--- src/pemj_pkg.sv ---
package pemj_pkg;

	localparam int FracBits = 16;
	localparam int TickBits = 32;
	localparam int WeightBits = FracBits + 1;
	localparam int ProdBits = 2 * WeightBits;

	localparam logic [WeightBits-1:0] OneFx = WeightBits'(1) << FracBits;

	typedef enum logic [2:0] {
		MODE_IDLE    = 3'd0,
		MODE_POSTURE = 3'd1,
		MODE_GESTURE = 3'd2,
		MODE_SETTLE  = 3'd3
	} mode_t;

	typedef enum logic [2:0] {
		REG_MODE    = 3'd0,
		REG_PHASES  = 3'd1,
		REG_START   = 3'd2,
		REG_ONSET   = 3'd3,
		REG_PEAK    = 3'd4,
		REG_RELEASE = 3'd5,
		REG_END     = 3'd6,
		REG_RAMP    = 3'd7
	} reg_idx_t;

	localparam logic [1:0] ST_OK       = 2'd0;
	localparam logic [1:0] ST_INACTIVE = 2'd1;
	localparam logic [1:0] ST_INVALID  = 2'd2;

	localparam logic [1:0] SG_STEADY = 2'd0;
	localparam logic [1:0] SG_ENTER  = 2'd1;
	localparam logic [1:0] SG_HOLD   = 2'd2;
	localparam logic [1:0] SG_EXIT   = 2'd3;

	localparam logic [6:0] MASK_ONSET   = 7'h02;
	localparam logic [6:0] MASK_GESTURE = 7'h1F;
	localparam logic [6:0] MASK_SETTLE  = 7'h60;

	typedef struct packed {
		logic [1:0]          status;
		logic [1:0]          stage;
		logic                ramp;
		logic                invert;
		logic                full;
		logic [TickBits-1:0] num;
		logic [TickBits-1:0] den;
	} job_t;

	typedef struct packed {
		logic [1:0]            status;
		logic [1:0]            stage;
		logic                  ramp;
		logic                  invert;
		logic [TickBits:0]     rem;
		logic [TickBits-1:0]   den;
		logic [FracBits-1:0]   q;
	} div_t;

	typedef struct packed {
		logic [1:0]            status;
		logic [1:0]            stage;
		logic                  ramp;
		logic                  invert;
		logic [WeightBits-1:0] p;
		logic [WeightBits-1:0] p2;
		logic [WeightBits-1:0] p3;
		logic [WeightBits+4:0] inner;
	} poly_t;

endpackage

--- src/pemj_front.sv ---
module pemj_front (
	input  logic                           clk,
	input  logic                           arst_n,
	input  logic                           cfg_we,
	input  logic [2:0]                     cfg_index,
	input  logic [31:0]                    cfg_data,
	input  logic [pemj_pkg::TickBits-1:0]  now,
	output pemj_pkg::job_t                 job
);

	logic [2:0]                    mode_q;
	logic [6:0]                    phases_q;
	logic [pemj_pkg::TickBits-1:0] start_q, onset_q, peak_q, release_q, end_q;
	logic [15:0]                   ramp_q;

	always_ff @(posedge clk or negedge arst_n) begin
		if (!arst_n) begin
			mode_q    <= '0;
			phases_q  <= '0;
			start_q   <= '0;
			onset_q   <= '0;
			peak_q    <= '0;
			release_q <= '0;
			end_q     <= '0;
			ramp_q    <= '0;
		end else if (cfg_we) begin
			case (cfg_index)
				pemj_pkg::REG_MODE:    mode_q    <= cfg_data[2:0];
				pemj_pkg::REG_PHASES:  phases_q  <= cfg_data[6:0];
				pemj_pkg::REG_START:   start_q   <= cfg_data[pemj_pkg::TickBits-1:0];
				pemj_pkg::REG_ONSET:   onset_q   <= cfg_data[pemj_pkg::TickBits-1:0];
				pemj_pkg::REG_PEAK:    peak_q    <= cfg_data[pemj_pkg::TickBits-1:0];
				pemj_pkg::REG_RELEASE: release_q <= cfg_data[pemj_pkg::TickBits-1:0];
				pemj_pkg::REG_END:     end_q     <= cfg_data[pemj_pkg::TickBits-1:0];
				pemj_pkg::REG_RAMP:    ramp_q    <= cfg_data[15:0];
				default: ;
			endcase
		end
	end

	logic [pemj_pkg::TickBits-1:0] el;

	always_comb begin
		job = '0;
		job.status = pemj_pkg::ST_OK;
		job.stage = pemj_pkg::SG_STEADY;
		job.full = 1'b1;
		el = now - start_q;
		case (mode_q)
			pemj_pkg::MODE_IDLE: begin
				if (phases_q != 7'd0) job.status = pemj_pkg::ST_INVALID;
			end
			pemj_pkg::MODE_POSTURE: begin
				if (phases_q != pemj_pkg::MASK_ONSET || ramp_q == 16'd0)
					job.status = pemj_pkg::ST_INVALID;
				else if (now < start_q)
					job.status = pemj_pkg::ST_INACTIVE;
				else if (el < pemj_pkg::TickBits'(ramp_q)) begin
					job.stage = pemj_pkg::SG_ENTER;
					job.ramp = 1'b1;
					job.num = el;
					job.den = pemj_pkg::TickBits'(ramp_q);
				end else
					job.stage = pemj_pkg::SG_HOLD;
			end
			pemj_pkg::MODE_GESTURE: begin
				if (phases_q != pemj_pkg::MASK_GESTURE || start_q >= onset_q ||
						onset_q >= peak_q || peak_q >= release_q || release_q >= end_q)
					job.status = pemj_pkg::ST_INVALID;
				else if (now < start_q || now > end_q)
					job.status = pemj_pkg::ST_INACTIVE;
				else if (now < onset_q) begin
					job.stage = pemj_pkg::SG_ENTER;
					job.ramp = 1'b1;
					job.num = el;
					job.den = onset_q - start_q;
				end else if (now <= release_q)
					job.stage = pemj_pkg::SG_HOLD;
				else begin
					job.stage = pemj_pkg::SG_EXIT;
					job.ramp = 1'b1;
					job.invert = 1'b1;
					job.num = now - release_q;
					job.den = end_q - release_q;
				end
			end
			pemj_pkg::MODE_SETTLE: begin
				if (phases_q != pemj_pkg::MASK_SETTLE || start_q >= end_q)
					job.status = pemj_pkg::ST_INVALID;
				else if (now < start_q || now > end_q)
					job.status = pemj_pkg::ST_INACTIVE;
				else if (now < end_q) begin
					job.stage = pemj_pkg::SG_ENTER;
					job.ramp = 1'b1;
					job.num = el;
					job.den = end_q - start_q;
				end else
					job.stage = pemj_pkg::SG_HOLD;
			end
			default: job.status = pemj_pkg::ST_INVALID;
		endcase
		if (job.ramp && job.num >= job.den) job.full = 1'b1;
		else if (job.ramp) job.full = 1'b0;
	end

endmodule

--- config.mk ---
export PLATFORM = sky130hd
export DESIGN_NAME = pemj_front
export DESIGN_NICKNAME = d
export VERILOG_FILES = /design/src/pemj_pkg.sv /design/src/pemj_front.sv
export SDC_FILE = /design/constraint.sdc
export NUM_CORES = 1
export LEC_CHECK = 0
export BUFFER_PORTS_ARGS = -buffer_cell sky130_fd_sc_hd__buf_2
export CAP_MARGIN = 5
export CORE_MARGIN = 2
export CORE_UTILIZATION = 40
export CTS_CLUSTER_SIZE = 24
export DETAILED_ROUTE_END_ITERATION = 8
export PLACE_DENSITY = 0.68
export SLEW_MARGIN = 20
export SYNTH_ARGS = -nofsm -noshare
export SYNTH_HDL_FRONTEND = slang
export SYNTH_SLANG_ARGS = --single-unit
export TNS_END_PERCENT = 5
--- constraint.sdc ---
create_clock -name clk -period 12.35 [get_ports clk]
set_input_delay 2.47 -clock clk [delete_from_list [all_inputs] [get_ports clk]]
set_output_delay 2.47 -clock clk [all_outputs]
set_load 0.01 [all_outputs]
* After elaboration in Yosys (flattened, before gate mapping)
Cells that the tools add are included.
** Operators by class
- $add $sub $neg :: 5
- $mul :: 0
- Div/mod/pow operators :: 0
- Magnitude comparators :: 12
- Equality and inequality tests :: 13
- Shift operators :: 0
- Mux-type cells :: 36
- Bitwise logic cells :: 0
- Reduce and logical (&&, ||, !) cells :: 20
** Operators by type and width (number)
- two-way mux 64 bit :: 10
- >= comparator 32 bit :: 6
- case mux 64 bit (3 select lines) :: 1
- subtractor 32 bit :: 5
- less-than comparator 32 bit :: 3
- greater-than comparator 32 bit :: 1
- less-or-equal comparator 32 bit :: 1
- less-than comparator 32 x 16 -> 1 bit :: 1
- zero test 16 bit :: 1
- AND reduction 2 bit :: 8
- two-way mux 3 bit :: 5
- two-way mux 2 bit :: 7
- equality test 3 x 2 -> 1 bit, second input constant :: 4
- equality test 3 bit, second input constant :: 4
- two-way mux 1 bit :: 9
- case mux 3 bit (3 select lines) :: 1
- two-way mux 4 bit :: 2
- case mux 2 bit (4 select lines) :: 1
- logical OR 1 bit :: 7
- inequality test 7 x 2 -> 1 bit, second input constant :: 1
- inequality test 7 x 5 -> 1 bit, second input constant :: 1
- inequality test 7 bit, second input constant :: 1
- nonzero test 7 bit :: 1
- equality test 3 x 1 -> 1 bit, second input constant :: 2
- 2 further kinds :: 3
** Word-level totals
- Register bits after elaboration :: 186
- Latch bits :: 0
- RAM bits :: 0
- Bits in read-only memories :: 0
- Bits of input ports :: 70
- Output and inout bits :: 71
- Logic and storage cells :: 94
- Memories kept :: 0

* Longest topological paths before layout
- Word-level depth :: 10
- Gate-level depth with buffers :: 34
- Mapped depth without buffers :: 33

* Worst setup path before layout
Ideal clock, no wire load.
- Path type :: input to output
- Start point :: input now[0] (netlist name)
- End point :: output job[64] (netlist name)
- Arrival :: 8.084 ns
- Required time :: 9.880 ns
- Slack :: 1.796 ns
- Stages :: 34
- Path buffers :: 1
- Cells stage by stage :: inv_1 -> ha_1 -> fa_1 -> nand2b_1 -> a21oi_2 -> nor2_1 -> nor2b_1 -> o21ai_0 -> nand2b_1 -> xor2_1 -> ha_1 -> a21o_1 -> a21oi_1 -> o21ai_0 -> o21ai_0 -> nand4_1 -> nor4b_1 -> nand3_1 -> nor4_4 -> buf_2 -> nand2_1 -> o221ai_1 -> ha_1 -> nand2b_1 -> a21o_1 -> a211oi_1 -> o21ai_0 -> a21oi_1 -> o21ai_0 -> a221o_1 -> a21oi_1 -> o31a_1 -> o211ai_1 -> a221o_1
** RTL lines
- start: declaration :: RTL line pemj_front.sv:7 : input logic [pemj_pkg::TickBits-1:0] now,
- end: declaration :: RTL line pemj_front.sv:8 : output pemj_pkg::job_t job

==> impl_summary.md <==
Outcome
The run finished with clean final reports.

Route
The met3 layer wire length in the routed design is ~6.4 mm. The highest metal layer used by the detailed router is met4. After detailed routing, the total wire length is 77.07 mm.

The initial DRC count is between 1500 and 2000. The pre-antenna-repair detailed-routing pass consisted of 6 iterations. The met2 routed wirelength is 33.09 mm. In the final routed layout, each cell accounts on average for 23.69 µm. The antenna violation net count after detailed routing is 0. For this block, wires on met1 add up to about 36 mm. The routed layout has roughly 20000 vias. The DRC violations left is 0. The per-cell via count in the routed design is 6.118.

Logic synthesis
In this run the biggest area consumer among cell types represents between 20 and 25% of the synthesized area. Among all cell types in the netlist, the one instantiated most often is ha_1. The fraction of the yosys area taken by sequential cells is 22.46%.

Ranked by instance count, the synthesized netlist is headed by ha_1, inv_1, a21oi_1, o21ai_0, dfrtp_1. The gate count of the mapped netlist is 2444. The mapped netlist covers around 21000 µm². After synthesis the netlist holds a flip-flop and latch count of ~190. For this run, asynchronously set or reset flops after synthesis account for 100.0%. dfrtp_1 takes more of the synthesized area than any other cell. The Yosys step of the flow raised 0 warnings. A synthesized cell averages roughly 8.5 µm². The post-synthesis cell type count is 85. The net count after synthesis is between 2000 and 3000. By area the synthesized netlist is led by dfrtp_1, ha_1, mux2_2. In this run, synthesis inferred 0 flip-flops with an integrated enable. For this run, the leading register cell type out of synthesis is dfrtp_1.

Global routing
The wire length of the first global-routing pass is 113.9 mm. The number of antenna violations at the first check in global routing is 2. The via count of the first global-routing pass came to ~19000. The maximum number of pins on one net before global-route repair is around 110. The global route total overflow is 0.

Global routing used 28.20% of the available tracks across all layers.

Clock network
The buffer depth of the longest clock path is 2. After clock tree synthesis, the flow added hold-fix buffers numbering 0. TritonCTS created 17 clock buffers. For this design, the sink count on the clock tree is ~190. The H-tree was split into 4 levels. The tree is rooted in a clkbuf_16. After clock tree synthesis, the clock-pin slew on the worst setup and hold paths is around 70 ps.

The later-pin clock latency in the skew report is ~450 ps. TritonCTS built the clock tree.

Place
Once placement completed, the tool counted placed cells totaling 3218. The sum of net half-perimeters after detailed placement is roughly 65 mm. The congestion estimate from routability-driven global placement came to ~1.0.

The count of buffers from port buffering is between 100 and 150. The worst setup slack before clock tree synthesis is ~210 ps.

Worst hold path
The path class of the tightest hold or removal check is register to register. The destination of the worst hold path is release_q[13]. The worst hold path cell count is 1.

The startpoint of the worst hold path is release_q[13].

Timing
The worst-margin pin slew is a little under 1000 ps. The minimum setup slack in the final design is approximately 500 ps. The worst path uses between 90% and 100% of the clock period. Setup repair after global routing left no endpoint under its margin. Headroom to the max-slew limit came out at between 30% and 40%.

The achievable clock frequency is about 84 MHz. The number of pins exceeding their max-slew limit in the final report is 0. The worst path in the final design needs a cycle of 11840 ps, including I/O delays and setup. The clock skew after layout is 0 ps.

Setup total negative slack on the finished layout was measured at 0 ps. The number of endpoints failing setup at the final stage is 0. The count of final hold-check violations is 0.

The worst-case hold slack is 508.0 ps.

Cells and area
The synthesis-to-layout area growth is 10.26%. The final-layout fill cell count is 5079. The count of non-filler cells in the finished layout is between 3000 and 4000. The final layout contains 2967 nets. Cells with a size suffix above 1 make up between 10% and 20% of the layout.

Die
The die extent in y is around 230 µm. The floorplan die area is 53650 µm². The core region is 51300 µm².

The initialized floorplan defines 83 standard-cell rows. The x dimension of the die is 231.6 µm. In this run the count of I/O pins placed on the die edge is 141.

The starting density of the core is between 40% and 50%.

Pwr
The power per unit of standard cell area is roughly 180 nW/µm². The total power of the final layout is ~4100 µW. For this design the static power due to leakage is between 0.01 and 0.015 µW. The largest vdd supply drop is 0.00009539 V.

Setup path
The worst setup path startpoint is now[0]. Among all stages on the critical path, the largest delay is contributed by o311ai_0. Along the worst path, the maximum fanout reaches 19. In this design, the stage delay of the slowest critical-path cell is approximately 500 ps. The data arrival time of the worst path is ~9400 ps. Counting cells, the worst reg-to-reg path comes to 2.

In this run the register-to-register setup slack is 11300 ps. The category of the most critical setup path is input pin to primary output. The kind of launch point of the worst setup path is an input pin. The worst register-to-register path ends at start_q[1]. The launch instance of the worst register-to-register path is start_q[1]. Data on the critical path is required at its endpoint by between 9000 and 10000 ps. The worst setup path is captured at a primary output.

Flow run
The number of maximum-capacitance violations is 0.
-- worst max-delay path: cells and delay by family --
kind / cells / cell delay, ps
fa+ha+maj: 4 / 1230
simple gates: 7 / 1240
buf+inv: 6 / 960
xor+xnor: 1 / 240
compound gates: 16 / 3210
-- logic make-up after synthesis --
family,share of synthesized area [%]
and+or+nand+nor,13.91
muxes,6.683
DFF,22.46
xor gates and xnor gates,5.578
buffers and inverters,5.602
adders and majority gates,20.65
AOI/OAI and AO/OA,25.12
-- repair_timing --
item,in CTS,in global routing
hold endpoints to repair,0,0
buffers inserted,0,1
gates resized for setup,0,9
setup endpoints to repair,0,1
-- routing by layer --
layer	track usage (%)	up-vias
met5	0	-
met4	7.652	0
met3	3.679	97
met2	43.51	817
met1	41.15	9709
li1	-	9278
-- cell usage in the layout (no fill, tap or decap), drive strengths merged, types with 10 or more instances in the layout --
cell | synthesis | routed
ha | 334 | 334
inv | 233 | 243
o21ai | 203 | 203
a21oi | 192 | 192
dfrtp | 186 | 186
nand2 | 170 | 170
buf | 18 | 161
nor2 | 132 | 132
mux2 | 123 | 123
a21o | 103 | 103
xnor2 | 85 | 85
nand4 | 54 | 54
xor2 | 47 | 47
nand2b | 41 | 41
nand3 | 35 | 35
nor3 | 32 | 32
a211oi | 29 | 29
a22oi | 27 | 27
nor2b | 26 | 26
o21a | 25 | 25
a221oi | 23 | 23
and3 | 19 | 19
a31oi | 19 | 19
clkbuf | 49 | 18
o211ai | 17 | 17
nor4 | 16 | 16
o21bai | 15 | 15
a221o | 13 | 13
o31ai | 10 | 10
o22ai | 10 | 10
-- flip-flops by register name, summed over array words and instances, names as in the netlist --
| name | count |
|---|---|
| end_q | 32 |
| phases_q | 7 |
| mode_q | 3 |
| ramp_q | 16 |
| onset_q | 32 |
| peak_q | 32 |
| start_q | 32 |
| release_q | 32 |
-- final cells by class --
class	count	area, µm²	share of cell area, %
Clock buffer	17	425.4	1.862
Multi-Input combinational cell	1957	14970	65.53
Inverter	234	879.6	3.849
Tap cell	680	850.8	3.723
Antenna cell	2	5.005	0.02190
Timing Repair Buffer	162	878.3	3.844
Sequential cell	186	4654	20.37
Clock inverter	15	183.9	0.8049
-- worst max-delay path by stage --
stage	end
floorplan	job[64]
global placement	job[64]
detailed placement	job[64]
CTS	job[64]
global route	job[64]
finish	job[64]
-- power breakdown --
group / total (µW) / internal (µW) / switching (µW) / leakage, µW
clock: 554 / 277 / 276 / 0.000298
sequential: 901 / 739 / 161 / 0.00224
combinational: 2610 / 1020 / 1580 / 0.00849
total: 4060 / 2040 / 2020 / 0.0110
-- metrics by stage --
step | instance area (µm²) | util, %
finish | 22850 | 44.54
global route | 22850 | 44.54
detailed placement | 22190 | 43.26
CTS | 22800 | 44.44
global placement | 22190 | 43.26
floorplan | 20730 | -
No activity file was read; power rests on OpenSTA's default activity.
