--- config.mk ---
export PLATFORM = sky130hd
export DESIGN_NAME = pemj_fifo
export DESIGN_NICKNAME = d
export VERILOG_FILES = /design/src/pemj_pkg.sv /design/src/pemj_fifo.sv
export SDC_FILE = /design/constraint.sdc
export NUM_CORES = 1
export LEC_CHECK = 0
export ABC_AREA = 1
export CAP_MARGIN = 0
export CELL_PAD_IN_SITES_DETAIL_PLACEMENT = 2
export CELL_PAD_IN_SITES_GLOBAL_PLACEMENT = 2
export CORE_MARGIN = 3
export CORE_UTILIZATION = 40
export DETAILED_ROUTE_END_ITERATION = 10
export DONT_BUFFER_PORTS = 1
export PLACE_DENSITY = 0.83
export RECOVER_POWER = 25
export SLEW_MARGIN = 20
export SYNTH_ARGS = -nofsm -noshare
export SYNTH_HDL_FRONTEND = slang
export SYNTH_SLANG_ARGS = --single-unit
export TNS_END_PERCENT = 5
--- constraint.sdc ---
create_clock -name clk -period 7.8 [get_ports clk]
set_clock_uncertainty 0.2 [all_clocks]
set_input_delay 1.95 -clock clk [delete_from_list [all_inputs] [get_ports clk]]
set_output_delay 1.95 -clock clk [all_outputs]
set_load 0.01 [all_outputs]
--- src/pemj_pkg.sv ---
package pemj_pkg;

	localparam int FracBits = 16;
	localparam int TickBits = 32;
	localparam int WeightBits = FracBits + 1;
	localparam int ProdBits = 2 * WeightBits;

	localparam logic [WeightBits-1:0] OneFx = WeightBits'(1) << FracBits;

	typedef enum logic [2:0] {
		MODE_IDLE    = 3'd0,
		MODE_POSTURE = 3'd1,
		MODE_GESTURE = 3'd2,
		MODE_SETTLE  = 3'd3
	} mode_t;

	typedef enum logic [2:0] {
		REG_MODE    = 3'd0,
		REG_PHASES  = 3'd1,
		REG_START   = 3'd2,
		REG_ONSET   = 3'd3,
		REG_PEAK    = 3'd4,
		REG_RELEASE = 3'd5,
		REG_END     = 3'd6,
		REG_RAMP    = 3'd7
	} reg_idx_t;

	localparam logic [1:0] ST_OK       = 2'd0;
	localparam logic [1:0] ST_INACTIVE = 2'd1;
	localparam logic [1:0] ST_INVALID  = 2'd2;

	localparam logic [1:0] SG_STEADY = 2'd0;
	localparam logic [1:0] SG_ENTER  = 2'd1;
	localparam logic [1:0] SG_HOLD   = 2'd2;
	localparam logic [1:0] SG_EXIT   = 2'd3;

	localparam logic [6:0] MASK_ONSET   = 7'h02;
	localparam logic [6:0] MASK_GESTURE = 7'h1F;
	localparam logic [6:0] MASK_SETTLE  = 7'h60;

	typedef struct packed {
		logic [1:0]          status;
		logic [1:0]          stage;
		logic                ramp;
		logic                invert;
		logic                full;
		logic [TickBits-1:0] num;
		logic [TickBits-1:0] den;
	} job_t;

	typedef struct packed {
		logic [1:0]            status;
		logic [1:0]            stage;
		logic                  ramp;
		logic                  invert;
		logic [TickBits:0]     rem;
		logic [TickBits-1:0]   den;
		logic [FracBits-1:0]   q;
	} div_t;

	typedef struct packed {
		logic [1:0]            status;
		logic [1:0]            stage;
		logic                  ramp;
		logic                  invert;
		logic [WeightBits-1:0] p;
		logic [WeightBits-1:0] p2;
		logic [WeightBits-1:0] p3;
		logic [WeightBits+4:0] inner;
	} poly_t;

endpackage

--- src/pemj_fifo.sv ---
module pemj_fifo (
	input  logic           clk,
	input  logic           arst_n,
	input  logic           push,
	input  pemj_pkg::job_t wdata,
	output logic           full,
	input  logic           pop,
	output logic           nonempty,
	output pemj_pkg::job_t rdata
);

	pemj_pkg::job_t mem_q [2];
	logic [1:0] wp_q, rp_q;

	assign full = (wp_q[0] == rp_q[0]) && (wp_q[1] != rp_q[1]);
	assign nonempty = wp_q != rp_q;
	assign rdata = mem_q[rp_q[0]];

	always_ff @(posedge clk or negedge arst_n) begin
		if (!arst_n) begin
			wp_q <= '0;
			rp_q <= '0;
		end else begin
			if (push) wp_q <= wp_q + 2'd1;
			if (pop) rp_q <= rp_q + 2'd1;
		end
	end

	always_ff @(posedge clk) begin
		if (push) mem_q[wp_q[0]] <= wdata;
	end

endmodule

; ---- Word-level counts from Yosys, hierarchy flattened
; Memories as Yosys holds them, arrays and structs flattened.
; Cells that the tools add are included.
[classes]
addsub = 2
n_eq_ne = 3
reduce_logical = 1
muxes = 2
[op_table]
columns = cell, count
row1 = $add A2 B1 Y2 const B, 2
row2 = $mux W1, 2
row3 = $ne A2 B2 Y1, 1
row4 = $eq A1 B1 Y1, 1
row5 = $logic_and A1 B1 Y1, 1
row6 = $ne A1 B1 Y1, 1
[word_totals]
input_bits = 75
wordCells = 11
ff_bits = 4
ram_bits = 142
n_memories = 1
[memory_table]
columns = memory, depth, word_bits, rd, rd_clocked_by_memory_dff, wr, line
row1 = mem_q, 2, 71, 1, 0, 1, pemj_fifo.sv:12  ; pemj_pkg::job_t mem_q [2];

; ---- Longest topological paths before layout
; Gate-level depths: netlist of run 1.
[logic_depth]
word_depth = 2
depth_mapped = 4

; ---- Worst setup path before layout of run 1
; Ideal clock, no wire load.
[synth_timing]
path_kind = input to register
startpoint = input port push
endpoint = memory mem_q[0][0] in the netlist's numbering (enable)
path_stages = 2
setup_time_ps = 502
path_slack_ps = 2132
arrival_ps = 4966
cell_sequence = inv_1 -> nor2_1
[synth_via]
elab_chain_len = 2
[synth_rtl]
columns = item, line
row1 = from (decl), pemj_fifo.sv:4  ; input logic push,
row2 = $mux W1, pemj_fifo.sv:30  ; if (push) mem_q[wp_q[0]] <= wdata;
row3 = $mux W1 (implied by the code), pemj_fifo.sv:30
row4 = to (decl), pemj_fifo.sv:12
; Every way passes these cells.

==> results of run 1 <==
cells by family (layout without fill, tap and decap cells):
kind of cell  Yosys count  count (layout)  synth area share
xor+xnor                4               4          0.006508
buf+inv                21              40           0.02441
flops                 146             146            0.8108
simple gates          227             227            0.1583
through the flow:
stage / worst slack (ns) / total power [W] / instances / cell area (um^2) / hold slack (ns)
after floorplan: 2.132 / 0.001587 / 398 / 5383 / 0.3193
after global placement: 3.945 / 0.001683 / 559 / 5529 / 0.3486
after detailed placement: 3.933 / 0.001735 / 559 / 5529 / 0.3649
after CTS: 3.508 / 0.002569 / 589 / 6125 / 0.3848
after global routing: 3.384 / 0.002669 / 589 / 6125 / 0.4164
final: 3.598 / 0.002518 / 589 / 6125 / 0.3787
worst reg2reg max path: stages (launching register included):
cell     delay [ns]
dfrtp_1        0.47
nor2_4         0.60
buf_4          0.67
power groups by stage:
stage / Clock [W] / Sequential (W) / Combinational, W
floorplan: 0 / 0.00110 / 0.000486
global placement: 0 / 0.00109 / 0.000589
global route: 0.000875 / 0.00111 / 0.000685
CTS: 0.000840 / 0.00110 / 0.000630
finish: 0.000821 / 0.00110 / 0.000601
detailed placement: 0 / 0.00111 / 0.000623
cell type report:
| class | count | area, um^2 | area share |
|---|---|---|---|
| clock buffer | 18 | 429.2 | 0.07007 |
| inverter | 6 | 23.77 | 0.003882 |
| clock inverter | 12 | 166.4 | 0.02717 |
| multi-input combinational | 231 | 894.6 | 0.1461 |
| tap | 172 | 215.2 | 0.03514 |
| timing repair buffer | 4 | 30.03 | 0.004903 |
| sequential | 146 | 4365 | 0.7128 |
final timing paths:
| path | startpoint | to |
|---|---|---|
| max | rp_q[0]$_DFFE_PN0P_ | rdata[12] |
| min | wp_q[1]$_DFFE_PN0P_ | wp_q[1]$_DFFE_PN0P_ |
| max reg2reg | wp_q[0]$_DFFE_PN0P_ | mem_q[0][63]$_DFFE_PP_ |
| min reg2reg | wp_q[1]$_DFFE_PN0P_ | wp_q[1]$_DFFE_PN0P_ |
| max in group asynchronous | arst_n | rp_q[0]$_DFFE_PN0P_ |
| min in group asynchronous | arst_n | wp_q[0]$_DFFE_PN0P_ |
layer usage:
layer,routed length (um),track usage,up-vias
met5,0,0,-
met4,245,0.07703,0
met3,1011,0.07382,20
met2,6899,0.3204,107
met1,4680,0.1859,1455
li1,-,-,1347
cell usage after synthesis, drive strengths merged:
cell type,n,area (um^2)
nand2,225,844.6
edfxtp,142,4264
buf,15,108.9
inv,6,22.52
dfrtp,4,100.1
xor2,4,35.03
nor2,2,7.510
flip-flops by register name, summed over array words and instances (netlist names):
name,count
mem_q,142
rp_q,2
wp_q,2
==> results.yml, run 1 <==
min_path:
  worstHoldPathType: "reg -> reg"
  hold-path-cell-count: 2
critical_path:
  worstSetupEndpointType: "primary output"
  start_kind: "flop"
  cp_max_fo: 49
  critPathArrivalTime_ns: 2.05
  crit_chain: "inv_2, buf_4, nand2_1, nand2_1"
  r2r_slack_ns: 5.43
  cpMostUsedCell: "nand2_1"
  crit_path_max_incr_delay_ns: 0.54
  critical_path.top_delay_family: "buffers and inverters"
  crit_slowest_cell: "buf_4"
  critPathKind: "reg -> out"
  cp.required_ns: 5.65
  cp.depth: 4
  r2r_cells: 2
  cp.buffers_inverters: 2
drt:
  drt-pass1-iter-count: 4
  drt_wl_total_mm: 12.84
  ant_nets: 0
  wire_per_inst_um: 21.79
  drt_iter0_markers: 139
  drc_errors: 0
  viasPerCell: 4.973
  via_count: 2929
floorplan:
  die_area_um2: 14880
  core-area_um2: 12880
  initial_utilization: 0.4180
  rows: 41
  fp.dieW_um: 122
  die_y_um: 122
  num_io_pins: 148
global_routing:
  gr-usage-all-layers: 0.1798
  grt_pass1_vias: 3360
  overflow: 0
  antenna_found_initial: 0
  grt_max_degree: 76
  grt_pass1_wl_mm: 19.18
layout:
  layout-drive-gt1-share: 0.08633
  final_cell_mix: "225 x nand2_1, 142 x edfxtp_1, 17 x clkbuf_16"
  syn_to_final_growth_pct: 13.78
  utilization: 0.4757
  layout.cells.most_common: "nand2_1"
  insertedDiodeCount: 0
  nNetsFinal: 481
  fill_cells: 1276
yosys:
  ys_seq_area_frac: 0.8108
  synth_area_um2: 5383
  ys_types: 10
  ys_seq_elements: 146
  yosys_warnings: 0
  synth_nets: 473
  synthCells: 398
  syn_area_per_cell_um2: 13.52
sta:
  fin_tns_setup_ns: 0
  worst_pin_slew_ns: 0.8082
  setup_viol: 0
  finalCritPeriodShare: 0.5388
  fmax_mhz: 238.0
  slew-limit-headroom: 0.4612
  hold_violations: 0
  rsz0062_at_grt: "false"
  fin_crit_ns: 4.202
  slew_violations: 0
pwr:
  pwr-share-clk: 0.326
  powerDensity_nw_per_um2: 411.1
  power_frac_comb: 0.239
  pwr-share-seq: 0.435
  power_switching_share: 0.3319
  p_switching_w: 0.0008357
  p_int_w: 0.001682
  ir_drop_uv: 237.6
  p_leak_nw: 2.392
cts:
  htreeDepth: 4
  cts-root-buf: "clkbuf_16"
  cts_resized: 0
  clk_path_buf_depth: 2
  cts_hold_buf: 0
  post_cts_buffers: 0
  path_clk_slew_ns: 0.05
  insertion_delay_ns: 0.41
  cts_tree: "built"
  numClockSinks: 146
  cts_inserted_buffers: 17
status:
  status: "complete, no violations"
placed_design:
  io_buffers: 0
  dp_hpwl_mm: 8.456
  routabilityCongestion: 0.6765
run:
  maxCapViolations: 0
Power figures use the tool's default switching activity.
==> run 2: changes to the inputs <==
--- a/config.mk
+++ b/config.mk
@@ -5,7 +5,7 @@
 export SDC_FILE = /design/constraint.sdc
 export NUM_CORES = 1
 export LEC_CHECK = 0
-export ABC_AREA = 1
+export ABC_AREA = 0
 export CAP_MARGIN = 0
 export CELL_PAD_IN_SITES_DETAIL_PLACEMENT = 2
 export CELL_PAD_IN_SITES_GLOBAL_PLACEMENT = 2
@@ -13,7 +13,7 @@
 export CORE_UTILIZATION = 40
 export DETAILED_ROUTE_END_ITERATION = 10
 export DONT_BUFFER_PORTS = 1
-export PLACE_DENSITY = 0.83
+export PLACE_DENSITY = 0.79
 export RECOVER_POWER = 25
 export SLEW_MARGIN = 20
 export SYNTH_ARGS = -nofsm -noshare
==> constraint.sdc (replaced) <==
create_clock -name clk -period 3.73 [get_ports clk]
set_clock_uncertainty 0.2 [all_clocks]
set_input_delay 0.9325 -clock clk [delete_from_list [all_inputs] [get_ports clk]]
set_output_delay 0.9325 -clock clk [all_outputs]
set_load 0.01 [all_outputs]
==> run 2 against run 1 <==
Final cell count is 25% lower. Critical path depth is 2 lower. Register-to-register slack worse by 3.6 ns. Clock power is 110% higher. Core utilization is 0.37 points lower. Synthesized area is 3.6% higher. First-iteration DRC count is 5.0% lower. Sequential cell count stayed put. Clock-buffer cell count stayed put. Via count is 25% lower. Combinational power is 110% higher.
==> results.yml, run 2 <==
placed_design:
  io_buffers: 0
  routabilityCongestion: 0.6331
  pre_cts_slack_ns: 0.8959
  dp_hpwl_mm: 7.007
critical_path:
  start_kind: "flop"
  critPathKind: "reg -> out"
  r2r_slack_ns: 1.78
  rr_startpoint: "wp_q[0]$_DFFE_PN0P_"
  worstSetupEndpointType: "primary output"
  startpoint: "rp_q[0]$_DFFE_PN0P_"
  critPathArrivalTime_ns: 2.09
  r2r_cells: 1
  r2r_end: "mem_q[1][23]$_DFFE_PP_"
  cp_max_fo: 43
  crit_end: "rdata[38]"
  cp.required_ns: 2.60
sta:
  setup_viol: 0
  slew-limit-headroom: 0.3259
  rsz0062_at_grt: "false"
  finalCritPeriodShare: 0.8645
  worst_pin_slew_ns: 1.011
  fin_tns_setup_ns: 0
  slew_violations: 0
  setup_ws_ns: 0.5054
  hold_violations: 0
  fmax_mhz: 310.1
  fin_crit_ns: 3.225
global_routing:
  grt_pass1_vias: 2527
  antenna_found_initial: 1
  grt_pass1_wl_mm: 15.59
  gr-usage-all-layers: 0.1432
  overflow: 0
  grt_max_degree: 73
yosys:
  yosysTopAreaCell: "edfxtp_1"
  synthMostInstantiatedCell: "edfxtp_1"
  ys_seq_elements: 146
  synthTopCellsByCount: "142 x edfxtp_1, 60 x mux2_4, 11 x mux2_2, 6 x buf_8, 4 x dfrtp_1"
  syn_area_per_cell_um2: 23.62
  synth_edf_count: 142
  synth_area_um2: 5574
  synthCells: 236
  synthTopCellsByArea: "edfxtp_1 76%, mux2_4 16%, mux2_2 2.2%"
  synth_nets: 311
  yosys_warnings: 0
  ys_seq_area_frac: 0.7829
  synth_ff_type: "edfxtp_1"
  synthArstFlopShare: 0.02740
  synth_top_cell_area_share: 0.7650
  ys_types: 12
drt:
  viasPerCell: 4.966
  drc_errors: 0
  drt_iter0_markers: 132
  via_count: 2200
  drt-pass1-iter-count: 4
  drt_wl_total_mm: 10.68
  wire_per_inst_um: 24.10
  ant_nets: 0
cts:
  numClockSinks: 146
  post_cts_buffers: 0
  cts_resized: 0
  insertion_delay_ns: 0.41
  cts_hold_buf: 1
  path_clk_slew_ns: 0.06
  clk_path_buf_depth: 2
  cts-root-buf: "clkbuf_16"
  cts_inserted_buffers: 17
  htreeDepth: 4
  cts_tree: "built"
floorplan:
  die_y_um: 124.0
  initial_utilization: 0.4143
  die_area_um2: 15390
  fp.dieW_um: 124.0
  core-area_um2: 13450
  num_io_pins: 148
  rows: 42
layout:
  layout-drive-gt1-share: 0.4023
  syn_to_final_growth_pct: 13.92
  utilization: 0.4720
  largest_reg_flops: 142
  layout.cells.most_common: "edfxtp_1"
  final_cell_mix: "142 x edfxtp_1, 60 x mux2_4, 17 x clkbuf_16"
  nNetsFinal: 328
  fill_cells: 1212
pwr:
  p_leak_nw: 2.277
  power_w: 0.005376
  powerDensity_nw_per_um2: 846.6
  ir_drop_uv: 330.5
status:
  status: "complete, no violations"
min_path:
  worstHoldPathType: "reg -> reg"
run:
  maxCapViolations: 0
==> run 2: cell types whose count changed after synthesis, sizes merged, moves of 2 or more <==
cell,previous run,this run
nor2b,0,2
inv,6,0
nor2,2,0
xnor2,0,3
nand2,225,2
mux2,0,71
buf,15,8
==> run 2: critical path, stage by stage, from the launching register on <==
cell     delay (ns)
dfrtp_4        0.92
buf_4          0.36
mux2_4         0.35
==> run 2: cell type report <==
type                       count  area [um^2]  share of cell area
clock buffer                  18        429.2             0.06759
clock inverter                14        168.9             0.02660
antenna                        1        2.502           0.0003941
sequential                   146         4368              0.6879
tap                          176        220.2             0.03468
multi-input combinational     82         1114              0.1754
timing repair buffer           6        47.55            0.007488
==> run 2: worst min path at each step <==
stage	start	to	cells after the start
2_1_floorplan	wp_q[1]$_DFFE_PN0P_	wp_q[1]$_DFFE_PN0P_	1
3_3_place_gp	wp_q[1]$_DFFE_PN0P_	wp_q[1]$_DFFE_PN0P_	1
3_5_place_dp	wp_q[1]$_DFFE_PN0P_	wp_q[1]$_DFFE_PN0P_	1
4_1_cts	wp_q[1]$_DFFE_PN0P_	wp_q[1]$_DFFE_PN0P_	1
5_1_grt	wp_q[1]$_DFFE_PN0P_	wp_q[1]$_DFFE_PN0P_	1
6_report	wp_q[1]$_DFFE_PN0P_	wp_q[1]$_DFFE_PN0P_	1
==> run 2: cells by family after synthesis <==
logic type / after synthesis / synth area share
buf+inv: 8 / 0.01908
flops: 146 / 0.7829
xor+xnor: 6 / 0.009429
mux: 71 / 0.1838
simple gates: 5 / 0.004715
==> run 2: power by group <==
part,internal [W],switching [W]
registers,0.00219,0.000222
clock network,0.00110,0.000620
logic,0.000605,0.000637
==> run 2: layer usage <==
layer	vias up	track usage	routed length, um
met5	-	0	0
met1	1114	0.1587	4039
li1	969	-	-
met4	0	0.04107	99
met3	9	0.08447	1263
met2	108	0.2338	5275
==> run 2: through the flow <==
stage / instances / hold WS, ns / cell area, um^2
global placement: 409 / 0.2748 / 5739
finish: 443 / 0.2901 / 6350
global route: 442 / 0.3087 / 6347
detailed placement: 409 / 0.2839 / 5739
CTS: 442 / 0.2958 / 6347
floorplan: 236 / 0.2617 / 5577
